## src/design/tgarle_pkg.sv

```systemverilog
package tgarle_pkg;

   localparam int PIX_W            = 24;
   localparam int HDR_W            = 8;
   localparam int COL_W            = 16;
   localparam int CNT_W            = 2;
   localparam logic [COL_W-1:0] LINE_WIDTH_RESET = 16'd640;

   // controller to datapath
   typedef struct packed {
      logic accept;       // pixel word taken this cycle
      logic flush_init;   // start a packet flush
      logic rd_issue;     // read literal buffer at current index
      logic rd_take;      // capture read data into result slot
      logic emit_run;     // load run result into output register
      logic emit_lit;     // load literal result into output register
      logic flush_clear;  // packet closed, back to empty
      logic open_pend;    // open packet with the held pixel
      logic mark_line;    // this flush is the last of the step
   } cmd_type;

   // datapath to controller
   typedef struct packed {
      logic brk;          // incoming pixel breaks the open packet
      logic need_flush;   // packet full or line end after update
      logic mode_run;     // open packet is a run
      logic group_full;   // slot group complete after this capture
      logic lit_done;     // all literal pixels emitted
      logic out_free;     // output register can load
      logic line_end;     // held line end flag of the step
   } status_type;

endpackage

```

## src/design/tga_rle_line_encoder_unit.sv

```systemverilog
// Pixel that closes no packet: accepted in the cycle it is offered, next pixel the cycle after.
// Run packet flush: S_FLUSH, then S_RUN_EMIT loads the result once the output is free.
// Literal flush: S_READ and S_TAKE per pixel, set by the buffer's single registered read
// port, S_LIT_EMIT per word of up to three; a broken packet adds S_OPEN to open the next one.
// Reset (synchronous): line width 640, no open packet, column 0; the literal
// buffer is not cleared, every entry is written before it is read.
module tga_rle_line_encoder_unit
   import tgarle_pkg::*;
#(
   parameter int MAX_PACKET = 128
) (
   input  logic             clock,
   input  logic             reset,
   input  logic             csr_write_enable,
   input  logic [COL_W-1:0] csr_write_data,
   input  logic             req_valid,
   output logic             req_stall,
   input  logic [PIX_W-1:0] req_pixel_value,
   output logic             rsp_valid,
   input  logic             rsp_stall,
   output logic             rsp_has_header,
   output logic [HDR_W-1:0] rsp_header_byte,
   output logic [CNT_W-1:0] rsp_pixel_count,
   output logic [PIX_W-1:0] rsp_pixel_first,
   output logic [PIX_W-1:0] rsp_pixel_second,
   output logic [PIX_W-1:0] rsp_pixel_third,
   output logic             rsp_packet_done,
   output logic             rsp_line_done
);

   cmd_type    cmd;
   status_type status;

   tgarle_ctrl u_ctrl (
      .clock     (clock),
      .reset     (reset),
      .req_valid (req_valid),
      .req_stall (req_stall),
      .status    (status),
      .cmd       (cmd)
   );

   tgarle_dpath #(
      .MAX_PACKET (MAX_PACKET)
   ) u_dpath (
      .clock            (clock),
      .reset            (reset),
      .csr_write_enable (csr_write_enable),
      .csr_write_data   (csr_write_data),
      .req_pixel_value  (req_pixel_value),
      .rsp_stall        (rsp_stall),
      .rsp_valid        (rsp_valid),
      .rsp_has_header   (rsp_has_header),
      .rsp_header_byte  (rsp_header_byte),
      .rsp_pixel_count  (rsp_pixel_count),
      .rsp_pixel_first  (rsp_pixel_first),
      .rsp_pixel_second (rsp_pixel_second),
      .rsp_pixel_third  (rsp_pixel_third),
      .rsp_packet_done  (rsp_packet_done),
      .rsp_line_done    (rsp_line_done),
      .cmd              (cmd),
      .status           (status)
   );

   // a result word always carries at least one pixel
   assert property (@(posedge clock) disable iff (reset)
      rsp_valid |-> rsp_pixel_count != 2'd0)
      else $error("result word with no pixels");

   // run results are single words: header, one pixel, packet end
   assert property (@(posedge clock) disable iff (reset)
      (rsp_valid && rsp_header_byte[7]) |->
         (rsp_has_header && rsp_packet_done && rsp_pixel_count == 2'd1))
      else $error("malformed run result");

   // a line never ends inside a packet
   assert property (@(posedge clock) disable iff (reset)
      (rsp_valid && rsp_line_done) |-> rsp_packet_done)
      else $error("line end inside a packet");

   // header byte is zero on continuation words
   assert property (@(posedge clock) disable iff (reset)
      (rsp_valid && !rsp_has_header) |-> (rsp_header_byte == 8'd0))
      else $error("header byte set without header");

endmodule

```

## src/design/tgarle_ram.sv

```systemverilog
module tgarle_ram #(
   parameter int WIDTH = 24,
   parameter int DEPTH = 128
) (
   input  logic                     clock,
   input  logic                     wr_en,
   input  logic [$clog2(DEPTH)-1:0] wr_addr,
   input  logic [WIDTH-1:0]         wr_data,
   input  logic                     rd_en,
   input  logic [$clog2(DEPTH)-1:0] rd_addr,
   output logic [WIDTH-1:0]         rd_data
);

   logic [WIDTH-1:0] mem_ff [DEPTH];
   logic [WIDTH-1:0] rd_data_ff;

   // one write port, one registered read port
   always_ff @(posedge clock) begin
      if (wr_en) begin
         mem_ff[wr_addr] <= wr_data;
      end
      if (rd_en) begin
         rd_data_ff <= mem_ff[rd_addr];
      end
   end

   assign rd_data = rd_data_ff;

endmodule

```

## src/design/tgarle_ctrl.sv

```systemverilog
module tgarle_ctrl
   import tgarle_pkg::*;
(
   input  logic       clock,
   input  logic       reset,
   input  logic       req_valid,
   output logic       req_stall,
   input  status_type status,
   output cmd_type    cmd
);

   typedef enum logic [2:0] {
      S_IDLE,
      S_FLUSH,
      S_RUN_EMIT,
      S_READ,
      S_TAKE,
      S_LIT_EMIT,
      S_OPEN
   } state_type;

   state_type state_ff, state_in;
   logic      brk_phase_ff, brk_phase_in;

   // next state and command decode
   always_comb begin
      state_in      = state_ff;
      brk_phase_in  = brk_phase_ff;
      cmd           = '0;
      cmd.mark_line = !brk_phase_ff;
      req_stall     = (state_ff != S_IDLE);
      unique case (state_ff)
         S_IDLE: begin
            if (req_valid) begin
               cmd.accept   = 1'b1;
               brk_phase_in = status.brk;
               if (status.brk || status.need_flush) begin
                  state_in = S_FLUSH;
               end
            end
         end
         S_FLUSH: begin
            cmd.flush_init = 1'b1;
            state_in       = status.mode_run ? S_RUN_EMIT : S_READ;
         end
         S_RUN_EMIT: begin
            if (status.out_free) begin
               cmd.emit_run    = 1'b1;
               cmd.flush_clear = 1'b1;
               state_in        = brk_phase_ff ? S_OPEN : S_IDLE;
            end
         end
         S_READ: begin
            cmd.rd_issue = 1'b1;
            state_in     = S_TAKE;
         end
         S_TAKE: begin
            cmd.rd_take = 1'b1;
            state_in    = status.group_full ? S_LIT_EMIT : S_READ;
         end
         S_LIT_EMIT: begin
            if (status.out_free) begin
               cmd.emit_lit = 1'b1;
               if (status.lit_done) begin
                  cmd.flush_clear = 1'b1;
                  state_in        = brk_phase_ff ? S_OPEN : S_IDLE;
               end else begin
                  state_in = S_READ;
               end
            end
         end
         S_OPEN: begin
            // broken packet sent; the held pixel opens the next one
            cmd.open_pend = 1'b1;
            if (status.line_end) begin
               brk_phase_in = 1'b0;
               state_in     = S_FLUSH;
            end else begin
               state_in = S_IDLE;
            end
         end
         default: begin
            state_in = S_IDLE;
         end
      endcase
   end

   always_ff @(posedge clock) begin
      if (reset) begin
         state_ff     <= S_IDLE;
         brk_phase_ff <= 1'b0;
      end else begin
         state_ff     <= state_in;
         brk_phase_ff <= brk_phase_in;
      end
   end

endmodule

```

## src/design/tgarle_dpath.sv

```systemverilog
module tgarle_dpath
   import tgarle_pkg::*;
#(
   parameter int MAX_PACKET = 128
) (
   input  logic             clock,
   input  logic             reset,
   input  logic             csr_write_enable,
   input  logic [COL_W-1:0] csr_write_data,
   input  logic [PIX_W-1:0] req_pixel_value,
   input  logic             rsp_stall,
   output logic             rsp_valid,
   output logic             rsp_has_header,
   output logic [HDR_W-1:0] rsp_header_byte,
   output logic [CNT_W-1:0] rsp_pixel_count,
   output logic [PIX_W-1:0] rsp_pixel_first,
   output logic [PIX_W-1:0] rsp_pixel_second,
   output logic [PIX_W-1:0] rsp_pixel_third,
   output logic             rsp_packet_done,
   output logic             rsp_line_done,
   input  cmd_type          cmd,
   output status_type       status
);

   localparam int LEN_W  = $clog2(MAX_PACKET + 1);
   localparam int ADDR_W = $clog2(MAX_PACKET);

   typedef enum logic [1:0] {
      MODE_EMPTY,
      MODE_SINGLE,
      MODE_RUN,
      MODE_LIT
   } mode_type;

   logic [COL_W-1:0]  line_width_ff;
   mode_type          mode_ff;
   logic [LEN_W-1:0]  len_ff;
   logic [PIX_W-1:0]  prev_ff;
   logic [COL_W-1:0]  col_ff;
   logic [PIX_W-1:0]  pend_ff;
   logic              line_end_ff;

   logic [LEN_W-1:0]  rd_idx_ff;
   logic [CNT_W-1:0]  slot_cnt_ff;
   logic [PIX_W-1:0]  slot_ff [3];
   logic              hdr_pend_ff;

   logic              rsp_valid_ff;
   logic              rsp_has_header_ff;
   logic [HDR_W-1:0]  rsp_header_byte_ff;
   logic [CNT_W-1:0]  rsp_pixel_count_ff;
   logic [PIX_W-1:0]  rsp_pixel_first_ff;
   logic [PIX_W-1:0]  rsp_pixel_second_ff;
   logic [PIX_W-1:0]  rsp_pixel_third_ff;
   logic              rsp_packet_done_ff;
   logic              rsp_line_done_ff;

   logic              pix_eq;
   logic [COL_W:0]    next_col;
   logic              line_end;
   logic              brk;
   logic              acc_wr;
   logic [LEN_W-1:0]  len_new;
   mode_type          mode_new;
   logic              prev_upd;
   logic [LEN_W-1:0]  flush_len;
   logic [LEN_W-1:0]  len_m1;
   logic [LEN_W-1:0]  flush_m1;
   logic              out_free;
   logic              lit_done;

   logic              ram_we;
   logic [ADDR_W-1:0] ram_wr_addr;
   logic [PIX_W-1:0]  ram_wr_data;
   logic [PIX_W-1:0]  ram_rd_data;

   // column and line end for the incoming pixel
   assign next_col = {1'b0, col_ff} + {{COL_W{1'b0}}, 1'b1};
   assign line_end = next_col >= {1'b0, line_width_ff};
   assign pix_eq   = (req_pixel_value == prev_ff);

   // packet update decision for the incoming pixel
   always_comb begin
      brk      = 1'b0;
      acc_wr   = 1'b0;
      len_new  = len_ff;
      mode_new = mode_ff;
      prev_upd = 1'b0;
      unique case (mode_ff)
         MODE_EMPTY: begin
            acc_wr   = 1'b1;
            len_new  = LEN_W'(1);
            mode_new = MODE_SINGLE;
            prev_upd = 1'b1;
         end
         MODE_SINGLE: begin
            len_new = LEN_W'(2);
            if (pix_eq) begin
               mode_new = MODE_RUN;
            end else begin
               mode_new = MODE_LIT;
               acc_wr   = 1'b1;
               prev_upd = 1'b1;
            end
         end
         MODE_RUN: begin
            if (pix_eq) begin
               len_new = len_ff + LEN_W'(1);
            end else begin
               brk = 1'b1;
            end
         end
         MODE_LIT: begin
            if (!pix_eq) begin
               acc_wr   = 1'b1;
               len_new  = len_ff + LEN_W'(1);
               prev_upd = 1'b1;
            end else begin
               brk = 1'b1;
            end
         end
         default: begin
            brk = 1'b0;
         end
      endcase
   end

   assign flush_len = (mode_ff == MODE_SINGLE) ? LEN_W'(1) : len_ff;
   assign len_m1    = len_ff - LEN_W'(1);
   assign flush_m1  = flush_len - LEN_W'(1);
   assign out_free  = !rsp_valid_ff || !rsp_stall;
   assign lit_done  = (rd_idx_ff == flush_len);

   // status to controller
   always_comb begin
      status            = '0;
      status.brk        = brk;
      status.need_flush = line_end || (len_new >= LEN_W'(MAX_PACKET));
      status.mode_run   = (mode_ff == MODE_RUN);
      status.group_full = (slot_cnt_ff == 2'd2) ||
                          ((rd_idx_ff + LEN_W'(1)) == flush_len);
      status.lit_done   = lit_done;
      status.out_free   = out_free;
      status.line_end   = line_end_ff;
   end

   // literal buffer write port
   always_comb begin
      ram_we      = 1'b0;
      ram_wr_addr = len_ff[ADDR_W-1:0];
      ram_wr_data = req_pixel_value;
      if (cmd.open_pend) begin
         ram_we      = 1'b1;
         ram_wr_addr = '0;
         ram_wr_data = pend_ff;
      end else if (cmd.accept && acc_wr) begin
         ram_we = 1'b1;
         if (mode_ff == MODE_EMPTY) begin
            ram_wr_addr = '0;
         end
      end
   end

   tgarle_ram #(
      .WIDTH (PIX_W),
      .DEPTH (MAX_PACKET)
   ) u_lit_ram (
      .clock   (clock),
      .wr_en   (ram_we),
      .wr_addr (ram_wr_addr),
      .wr_data (ram_wr_data),
      .rd_en   (cmd.rd_issue),
      .rd_addr (rd_idx_ff[ADDR_W-1:0]),
      .rd_data (ram_rd_data)
   );

   // packet and column state
   always_ff @(posedge clock) begin
      if (reset) begin
         line_width_ff <= LINE_WIDTH_RESET;
         mode_ff       <= MODE_EMPTY;
         len_ff        <= '0;
         prev_ff       <= '0;
         col_ff        <= '0;
      end else begin
         if (csr_write_enable) begin
            line_width_ff <= csr_write_data;
         end
         if (cmd.accept) begin
            col_ff <= line_end ? '0 : next_col[COL_W-1:0];
            if (!brk) begin
               mode_ff <= mode_new;
               len_ff  <= len_new;
               if (prev_upd) begin
                  prev_ff <= req_pixel_value;
               end
            end
         end else if (cmd.flush_clear) begin
            mode_ff <= MODE_EMPTY;
            len_ff  <= '0;
         end else if (cmd.open_pend) begin
            mode_ff <= MODE_SINGLE;
            len_ff  <= LEN_W'(1);
            prev_ff <= pend_ff;
         end
      end
   end

   // held pixel, line end flag and literal gather slots
   always_ff @(posedge clock) begin
      if (cmd.accept) begin
         pend_ff     <= req_pixel_value;
         line_end_ff <= line_end;
      end
      if (cmd.flush_init || cmd.emit_lit) begin
         slot_cnt_ff <= '0;
         slot_ff[0]  <= '0;
         slot_ff[1]  <= '0;
         slot_ff[2]  <= '0;
      end else if (cmd.rd_take) begin
         slot_ff[slot_cnt_ff] <= ram_rd_data;
         slot_cnt_ff          <= slot_cnt_ff + 2'd1;
      end
      if (cmd.flush_init) begin
         rd_idx_ff   <= '0;
         hdr_pend_ff <= 1'b1;
      end else begin
         if (cmd.rd_take) begin
            rd_idx_ff <= rd_idx_ff + LEN_W'(1);
         end
         if (cmd.emit_lit) begin
            hdr_pend_ff <= 1'b0;
         end
      end
   end

   // output register
   always_ff @(posedge clock) begin
      if (reset) begin
         rsp_valid_ff <= 1'b0;
      end else if (cmd.emit_run || cmd.emit_lit) begin
         rsp_valid_ff <= 1'b1;
      end else if (!rsp_stall) begin
         rsp_valid_ff <= 1'b0;
      end
   end

   always_ff @(posedge clock) begin
      if (cmd.emit_run) begin
         rsp_has_header_ff   <= 1'b1;
         rsp_header_byte_ff  <= {1'b1, 7'(len_m1)};
         rsp_pixel_count_ff  <= 2'd1;
         rsp_pixel_first_ff  <= prev_ff;
         rsp_pixel_second_ff <= '0;
         rsp_pixel_third_ff  <= '0;
         rsp_packet_done_ff  <= 1'b1;
         rsp_line_done_ff    <= cmd.mark_line && line_end_ff;
      end else if (cmd.emit_lit) begin
         rsp_has_header_ff   <= hdr_pend_ff;
         rsp_header_byte_ff  <= hdr_pend_ff ? {1'b0, 7'(flush_m1)} : '0;
         rsp_pixel_count_ff  <= slot_cnt_ff;
         rsp_pixel_first_ff  <= slot_ff[0];
         rsp_pixel_second_ff <= slot_ff[1];
         rsp_pixel_third_ff  <= slot_ff[2];
         rsp_packet_done_ff  <= lit_done;
         rsp_line_done_ff    <= lit_done && cmd.mark_line && line_end_ff;
      end
   end

   assign rsp_valid        = rsp_valid_ff;
   assign rsp_has_header   = rsp_has_header_ff;
   assign rsp_header_byte  = rsp_header_byte_ff;
   assign rsp_pixel_count  = rsp_pixel_count_ff;
   assign rsp_pixel_first  = rsp_pixel_first_ff;
   assign rsp_pixel_second = rsp_pixel_second_ff;
   assign rsp_pixel_third  = rsp_pixel_third_ff;
   assign rsp_packet_done  = rsp_packet_done_ff;
   assign rsp_line_done    = rsp_line_done_ff;

endmodule

```

## config.mk

```make
export PLATFORM = sky130hd
export DESIGN_NAME = tga_rle_line_encoder_unit
export DESIGN_NICKNAME = d
export VERILOG_FILES = /design/src/design/tgarle_pkg.sv /design/src/design/tga_rle_line_encoder_unit.sv /design/src/design/tgarle_ram.sv /design/src/design/tgarle_ctrl.sv /design/src/design/tgarle_dpath.sv
export SDC_FILE = /design/constraint.sdc
export NUM_CORES = 2
export LEC_CHECK = 0
export BUFFER_PORTS_ARGS = -buffer_cell sky130_fd_sc_hd__buf_2
export CORE_MARGIN = 4
export CORE_UTILIZATION = 50
export CTS_BUF_LIST = sky130_fd_sc_hd__clkbuf_4 sky130_fd_sc_hd__clkbuf_8
export DETAILED_ROUTE_END_ITERATION = 8
export GPL_TIMING_DRIVEN = 0
export PLACE_DENSITY = 0.7
export SKIP_LAST_GASP = 1
export SLEW_MARGIN = 20
export SYNTH_ARGS = -nofsm -noshare
export SYNTH_HDL_FRONTEND = slang
export SYNTH_HIERARCHICAL = 1
export SYNTH_SLANG_ARGS = --single-unit
```

## constraint.sdc

```tcl
create_clock -name clock -period 7.1 [get_ports clock]
set_input_delay 1.065 -clock clock [delete_from_list [all_inputs] [get_ports clock]]
set_output_delay 1.065 -clock clock [all_outputs]
set_load 0.02 [all_outputs]
```

# Yosys cells after proc, flatten, opt, wreduce, memory -nomap -nowiden
# Memories as Yosys holds them, arrays and structs flattened. A register that Yosys moved wholly into a read port is not among the register bits.
# Index checks and enable logic that the tools add are counted.
# op_classes
n_mux,74
addsub,6
reduce_logical,27
eq_ne,23
n_lt_le_gt_ge,2
# op_table
cell,count
24-bit 2-to-1 mux,9
8-bit 2-to-1 mux,7
7-bit 2-to-1 mux,6
8-bit one-hot mux with 4 select lines,1
1-bit 2-to-1 mux,31
24-bit == test,1
24-bit OR reduction,1
3-bit 2-to-1 mux,7
3-bit one-hot mux with 7 select lines,1
16-bit by 1-bit adder with 17-bit output (second input constant),1
17-bit by 16-bit >= comparator with 1-bit output,1
8-bit by 1-bit adder with 8-bit output (second input constant),2
8-bit == test,2
16-bit 2-to-1 mux,1
7-bit by 1-bit subtractor with 7-bit output (second input constant),2
2-bit 2-to-1 mux,6
2-bit by 1-bit inequality test with 1-bit output (second input constant),6
3-bit == test (second input constant),3
8-bit >= comparator (second input constant),1
1-bit one-hot mux with 2 select lines,4
4-bit AND reduction,2
2-bit == test (second input constant),3
3-bit by 2-bit == test with 1-bit output (second input constant),2
1-bit logical OR,6
other kinds (15),26
# totals
ram_bits,3144
mem_count,2
inputBits,45
ff_bits,144
elab_cells,154
# mem_list
memory,words,word_bits,read_ports,rd_clocked_by_memory_dff,write_ports,line_no,text
u_dpath.u_lit_ram.mem_ff,128,24,1,1,1,tgarle_ram.sv:14,logic [WIDTH-1:0] mem_ff [DEPTH];
u_dpath.slot_ff,3,24,3,2,3,tgarle_dpath.sv:45,logic [PIX_W-1:0] slot_ff [3];

# Longest topological paths before layout
# logic_depth
ltp_word,11
ltp_mapped,19
ltp_nobuf,19

# Hierarchy
# The synthesis kept the hierarchy.
# modules_own_cells
module,n_inst,cells_per_inst,area_each_um2,seq_area_each_um2
tgarle_ram,1,4538,117621.6,92969.2
tgarle_dpath,1,1086,12056.6,6496.2
tgarle_ctrl,1,49,366.6,80.1

# Least setup slack after synthesis
# No wires, ideal clock.
# synth_path
path_kind,input-to-reg
from,input port req_valid
to,memory u_dpath.u_lit_ram.mem_ff[98][0] (enable)
setup_ns,0.435
setup_slack_ns,0.977
stages,9
n_path_buf,4
arrival_time_ns,5.688
path_cell_list,inv_1 nor2_1 clkbuf_1 buf_2 buf_1 a31o_2 clkbuf_1 nand4_1 nor3_1
# synth_lines
element,line_no,text
from (decl),tga_rle_line_encoder_unit.sv:16,"input logic req_valid,"
to (decl),tgarle_ram.sv:14,

==> metrics.md <==
| Metric | Value |
|---|---|
| Final Slew Violations | `0` |
| Global route overflow | `0` |
| Post-route ant nets | `0` |
| Netlist cell types | `70` |
| Core Region | `258,000 sq um` |
| Nets | `6,591` |
| Setup Fix Bufs, Post-CTS | `0` |
| Sequential area share after synthesis | `76.5%` |
| # port buffers | `130` |
| Vias in the first global route | `64,678` |
| Crit Path Class | `flip-flop to flip-flop` |
| Core Util, Final | `58.1%` |
| Minimum clock period | `6300 ps` |
| Clock skew | `72.2 ps` |
| Final routed DRC violation total | `0` |
| Die width | `518 um` |
| Longest Clk Path Bufs | `4` |
| Dpl cells | `9,363` |
| Post-DP HPWL | `220,000 um` |
| Die area | `268,000 sq um` |
| Seq. cell area | `99,500 sq um` |
| Worst R2R Setup Slack | `800 ps` |
| Register bit total from synthesis | `3,360` |
| Worst setup SP type | `flip-flop` |
| TritonCTS Sinks | `3,360` |
| Drt total wl | `325,000 um` |
| Final setup fails | `0` |
| Largest net degree at the start of global routing | `129` |
| Synth Instances | `5,673` |
| Mapped Area | `130,000 sq um` |
| Starting Density | `50.4%` |
| Syn Area/Cell | `22.9 sq um` |
| CTS clock-pin slew for the worst setup and hold paths | `60 ps` |
| Clock Root Buffer | `clkbuf_8` |
| Met1 usage | `33.2%` |
| First-pass iteration count of the detailed router | `6` |
| Hold Path Depth | `1` |
| Switching Fraction | `21.9%` |
| H-tree lvl count | `6` |
| Crit share post-route | `88.7%` |
| Fin. Hold Viols | `0` |
| RSZ-0062 raised after global routing | `false` |
| Via count | `64,299` |
| Launching point of the worst reg2reg path | `u_ctrl/state_ff[2]` |
| Worst slew pin tran | `1220 ps` |
| First-pass GRT wire length | `467,000 um` |
| R2R cell count | `13` |
| Row count | `186` |
| Synth area leader | `edfxtp_1` |
| Worst Min Path Start | `req_pixel_value[8]` |
| Crit path DAT | `7060 ps` |
| Post-route cell area | `150,000 sq um` |
| MaxCap Viol Count | `0` |
| HP Class | `input port to flip-flop` |
| Leakage | `46.2 nW` |
| Area Overhead vs Synth | `15.3%` |
| Async SR Flop Fraction | `0%` |
| Post-CTS Hold Fix Bufs | `0` |
| Top FF cell, synth | `edfxtp_1` |
| Busiest grt layer | `met2` |
| Met2 usage | `37.3%` |
| Die Span Y | `518 um` |
| Peak supply drop | `0.217 mV` |
| Yosys Warn Count | `6` |
| Global-route usage over all layers | `24.1%` |
| Worst Slack Setup Final | `804 ps` |
| Final cell count without fillers | `10,288` |
| Worst skew pair latency | `1090 ps` |
| Fillers | `17,938` |
| Met3 usage | `6.90%` |
| Slew Limit Headroom | `18.6%` |
| DP Area | `140,000 sq um` |
| Fmax | `0.159 GHz` |
| Initial drt markers | `8,893` |
| Syn Nets | `5,742` |
| Post-synth top area share | `74.5%` |
| Gpl congestion | `0.954` |
| CP Max Fanout | `10` |
| Setup crit start | `u_ctrl/state_ff[2]` |
| CP required | `7860 ps` |
| Num CTS Buffers | `540` |
| Share of total power in combinational logic | `5.5%` |
| Post-CTS Resized | `0` |
| Synth area leaders | `edfxtp_1, mux4_2, dfxtp_1` |
| Post-Place Worst Slack | `865 ps` |
| Reg2reg end | `u_dpath/u_lit_ram/mem_ff[78][7]` |
| CTS tree | `yes` |
| Sequential share of power | `55.4%` |
| Cell Pwr Density | `264 nW/um^2` |
| Clock group share of total power | `39.2%` |
| Area of the multi-input gates | `30,300 sq um` |
| Crit end category | `flip-flop` |
| Detail-routed net length per standard cell | `31.6 um` |
| Share of layout cells above drive strength 1 | `35.9%` |
| Initial antenna violation count | `34` |
| Status | `finished clean` |
| Sw power | `0.00867 W` |
| Worst Hold End | `u_dpath/pend_ff[8]` |
| IO Count | `132` |
| Vias per cell | `6.25` |
| Cell Int Power | `0.0309 W` |
| Post-synth EDFFs | `3,225` |
==> cells in the mapped netlist, drive strengths merged (11+ instances only) <==
library cell and number:
edfxtp 3225, nor3 24, and3 15, and2 79
mux4 1008, nand3 40, mux2i 93, nand4 16
nor2 263, xor2 11, buf 118, xnor2 50
inv 40, o21ai 20, dfxtp 135, a31oi 14
mux2 73, a21oi 20, ha 24, clkbuf 196
nand2 74, a211oi 27
==> worst max-delay path: stages (launching register included) <==
cell      delay [ps]
dfxtp_1          290
buf_4            160
or3_2            530
nor2_4           180
clkbuf_1         310
nor3b_1          750
nor2_1           200
and2_1           450
nor2b_1          660
nand3_1          750
nor3_2           930
buf_4            320
buf_4            210
buf_4            180
==> kinds of logic after synthesis <==
| logic type | after synthesis | synth area share, % |
|---|---|---|
| buffers and inverters | 355 | 1.14 |
| muxes | 1174 | 18.8 |
| and+or+nand+nor | 557 | 2.02 |
| AOI/OAI and AO/OA | 142 | 0.835 |
| adders and majority gates | 24 | 0.231 |
| DFF | 3360 | 76.5 |
| xor gates and xnor gates | 61 | 0.425 |
==> how the worst max path moves through the flow <==
stage,end,slack [ps],depth (start not counted)
2_1_floorplan,u_dpath/u_lit_ram/mem_ff[98][0],980,9
3_3_place_gp,u_dpath/u_lit_ram/mem_ff[82][14],-2770,10
3_5_place_dp,u_dpath/u_lit_ram/mem_ff[78][8],860,13
4_1_cts,u_dpath/u_lit_ram/mem_ff[78][7],1130,13
5_1_grt,u_dpath/u_lit_ram/mem_ff[78][7],800,13
6_report,u_dpath/u_lit_ram/mem_ff[78][7],800,13
==> metrics by stage <==
step	total power, W	hold WS (ps)	setup TNS [ps]
2_1_floorplan	0.0236	449	0
3_3_place_gp	0.0243	439	-4719170
3_5_place_dp	0.0245	469	0
4_1_cts	0.0398	88.3	0
5_1_grt	0.0410	170	0
6_report	0.0396	230	0
==> layout make-up <==
cell class	count	share of cell area [%]
Antenna cell	11	0.0184
Multi-Input combinational cell	1958	20.2
Sequential cell	3360	66.4
Clock inverter	196	0.667
Buffer	314	0.919
Inverter	41	0.103
Timing Repair Buffer	307	2.91
Tap cell	3384	2.82
Clock buffer	717	5.93
==> power by group through the flow <==
stage / sequential [W] / clock [W] / combinational [W]
after global placement: 0.0223 / 0 / 0.00201
after detailed placement: 0.0223 / 0 / 0.00215
after CTS: 0.0219 / 0.0158 / 0.00215
after global routing: 0.0219 / 0.0168 / 0.00227
final: 0.0219 / 0.0155 / 0.00217
after floorplan: 0.0223 / 0 / 0.00128
==> state kept, by name, summed over array words and instances, names as in the netlist <==
signal / flops
u_dpath/u_lit_ram/mem_ff: 3072
u_dpath/slot_ff: 72
u_dpath/pend_ff: 24
u_dpath/prev_ff: 24
u_dpath/rsp_pixel_first: 24
u_dpath/rsp_pixel_second: 24
u_dpath/rsp_pixel_third: 24
u_dpath/u_lit_ram/rd_data: 24
u_dpath/col_ff: 16
u_dpath/line_width_ff: 16
u_dpath/len_ff: 8
u_dpath/rd_idx_ff: 8
u_dpath/rsp_header_byte: 8
u_ctrl/state_ff: 3
u_dpath/mode_ff: 2
u_dpath/rsp_pixel_count: 2
u_dpath/slot_cnt_ff: 2
u_ctrl/brk_phase_ff: 1
u_dpath/hdr_pend_ff: 1
u_dpath/line_end_ff: 1
u_dpath/rsp_has_header: 1
u_dpath/rsp_line_done: 1
u_dpath/rsp_packet_done: 1
u_dpath/rsp_valid: 1
==> cell usage in the layout, fill, tap and decap left out, drive strengths merged, types with 20 or more instances in the layout <==
| cell | count |
|---|---|
| mux2i | 93 |
| clkinvlp | 20 |
| xnor2 | 50 |
| and2 | 79 |
| clkinv | 169 |
| nor2 | 263 |
| ha | 24 |
| mux4 | 1008 |
| nand2 | 74 |
| a211oi | 27 |
| o21ai | 20 |
| inv | 45 |
| mux2 | 73 |
| buf | 424 |
| nor3 | 24 |
| edfxtp | 3225 |
| dfxtp | 135 |
| nand3 | 40 |
| a21oi | 20 |
| clkbuf | 914 |
==> metal layers <==
metal / routed length [um] / part of all wire, %
met1: 122000 / 38
met4: 11400 / 3.5
met5: 40 / 0.012
met2: 154000 / 47
met3: 37000 / 11
Note: power is estimated with default switching activity, not from simulation.
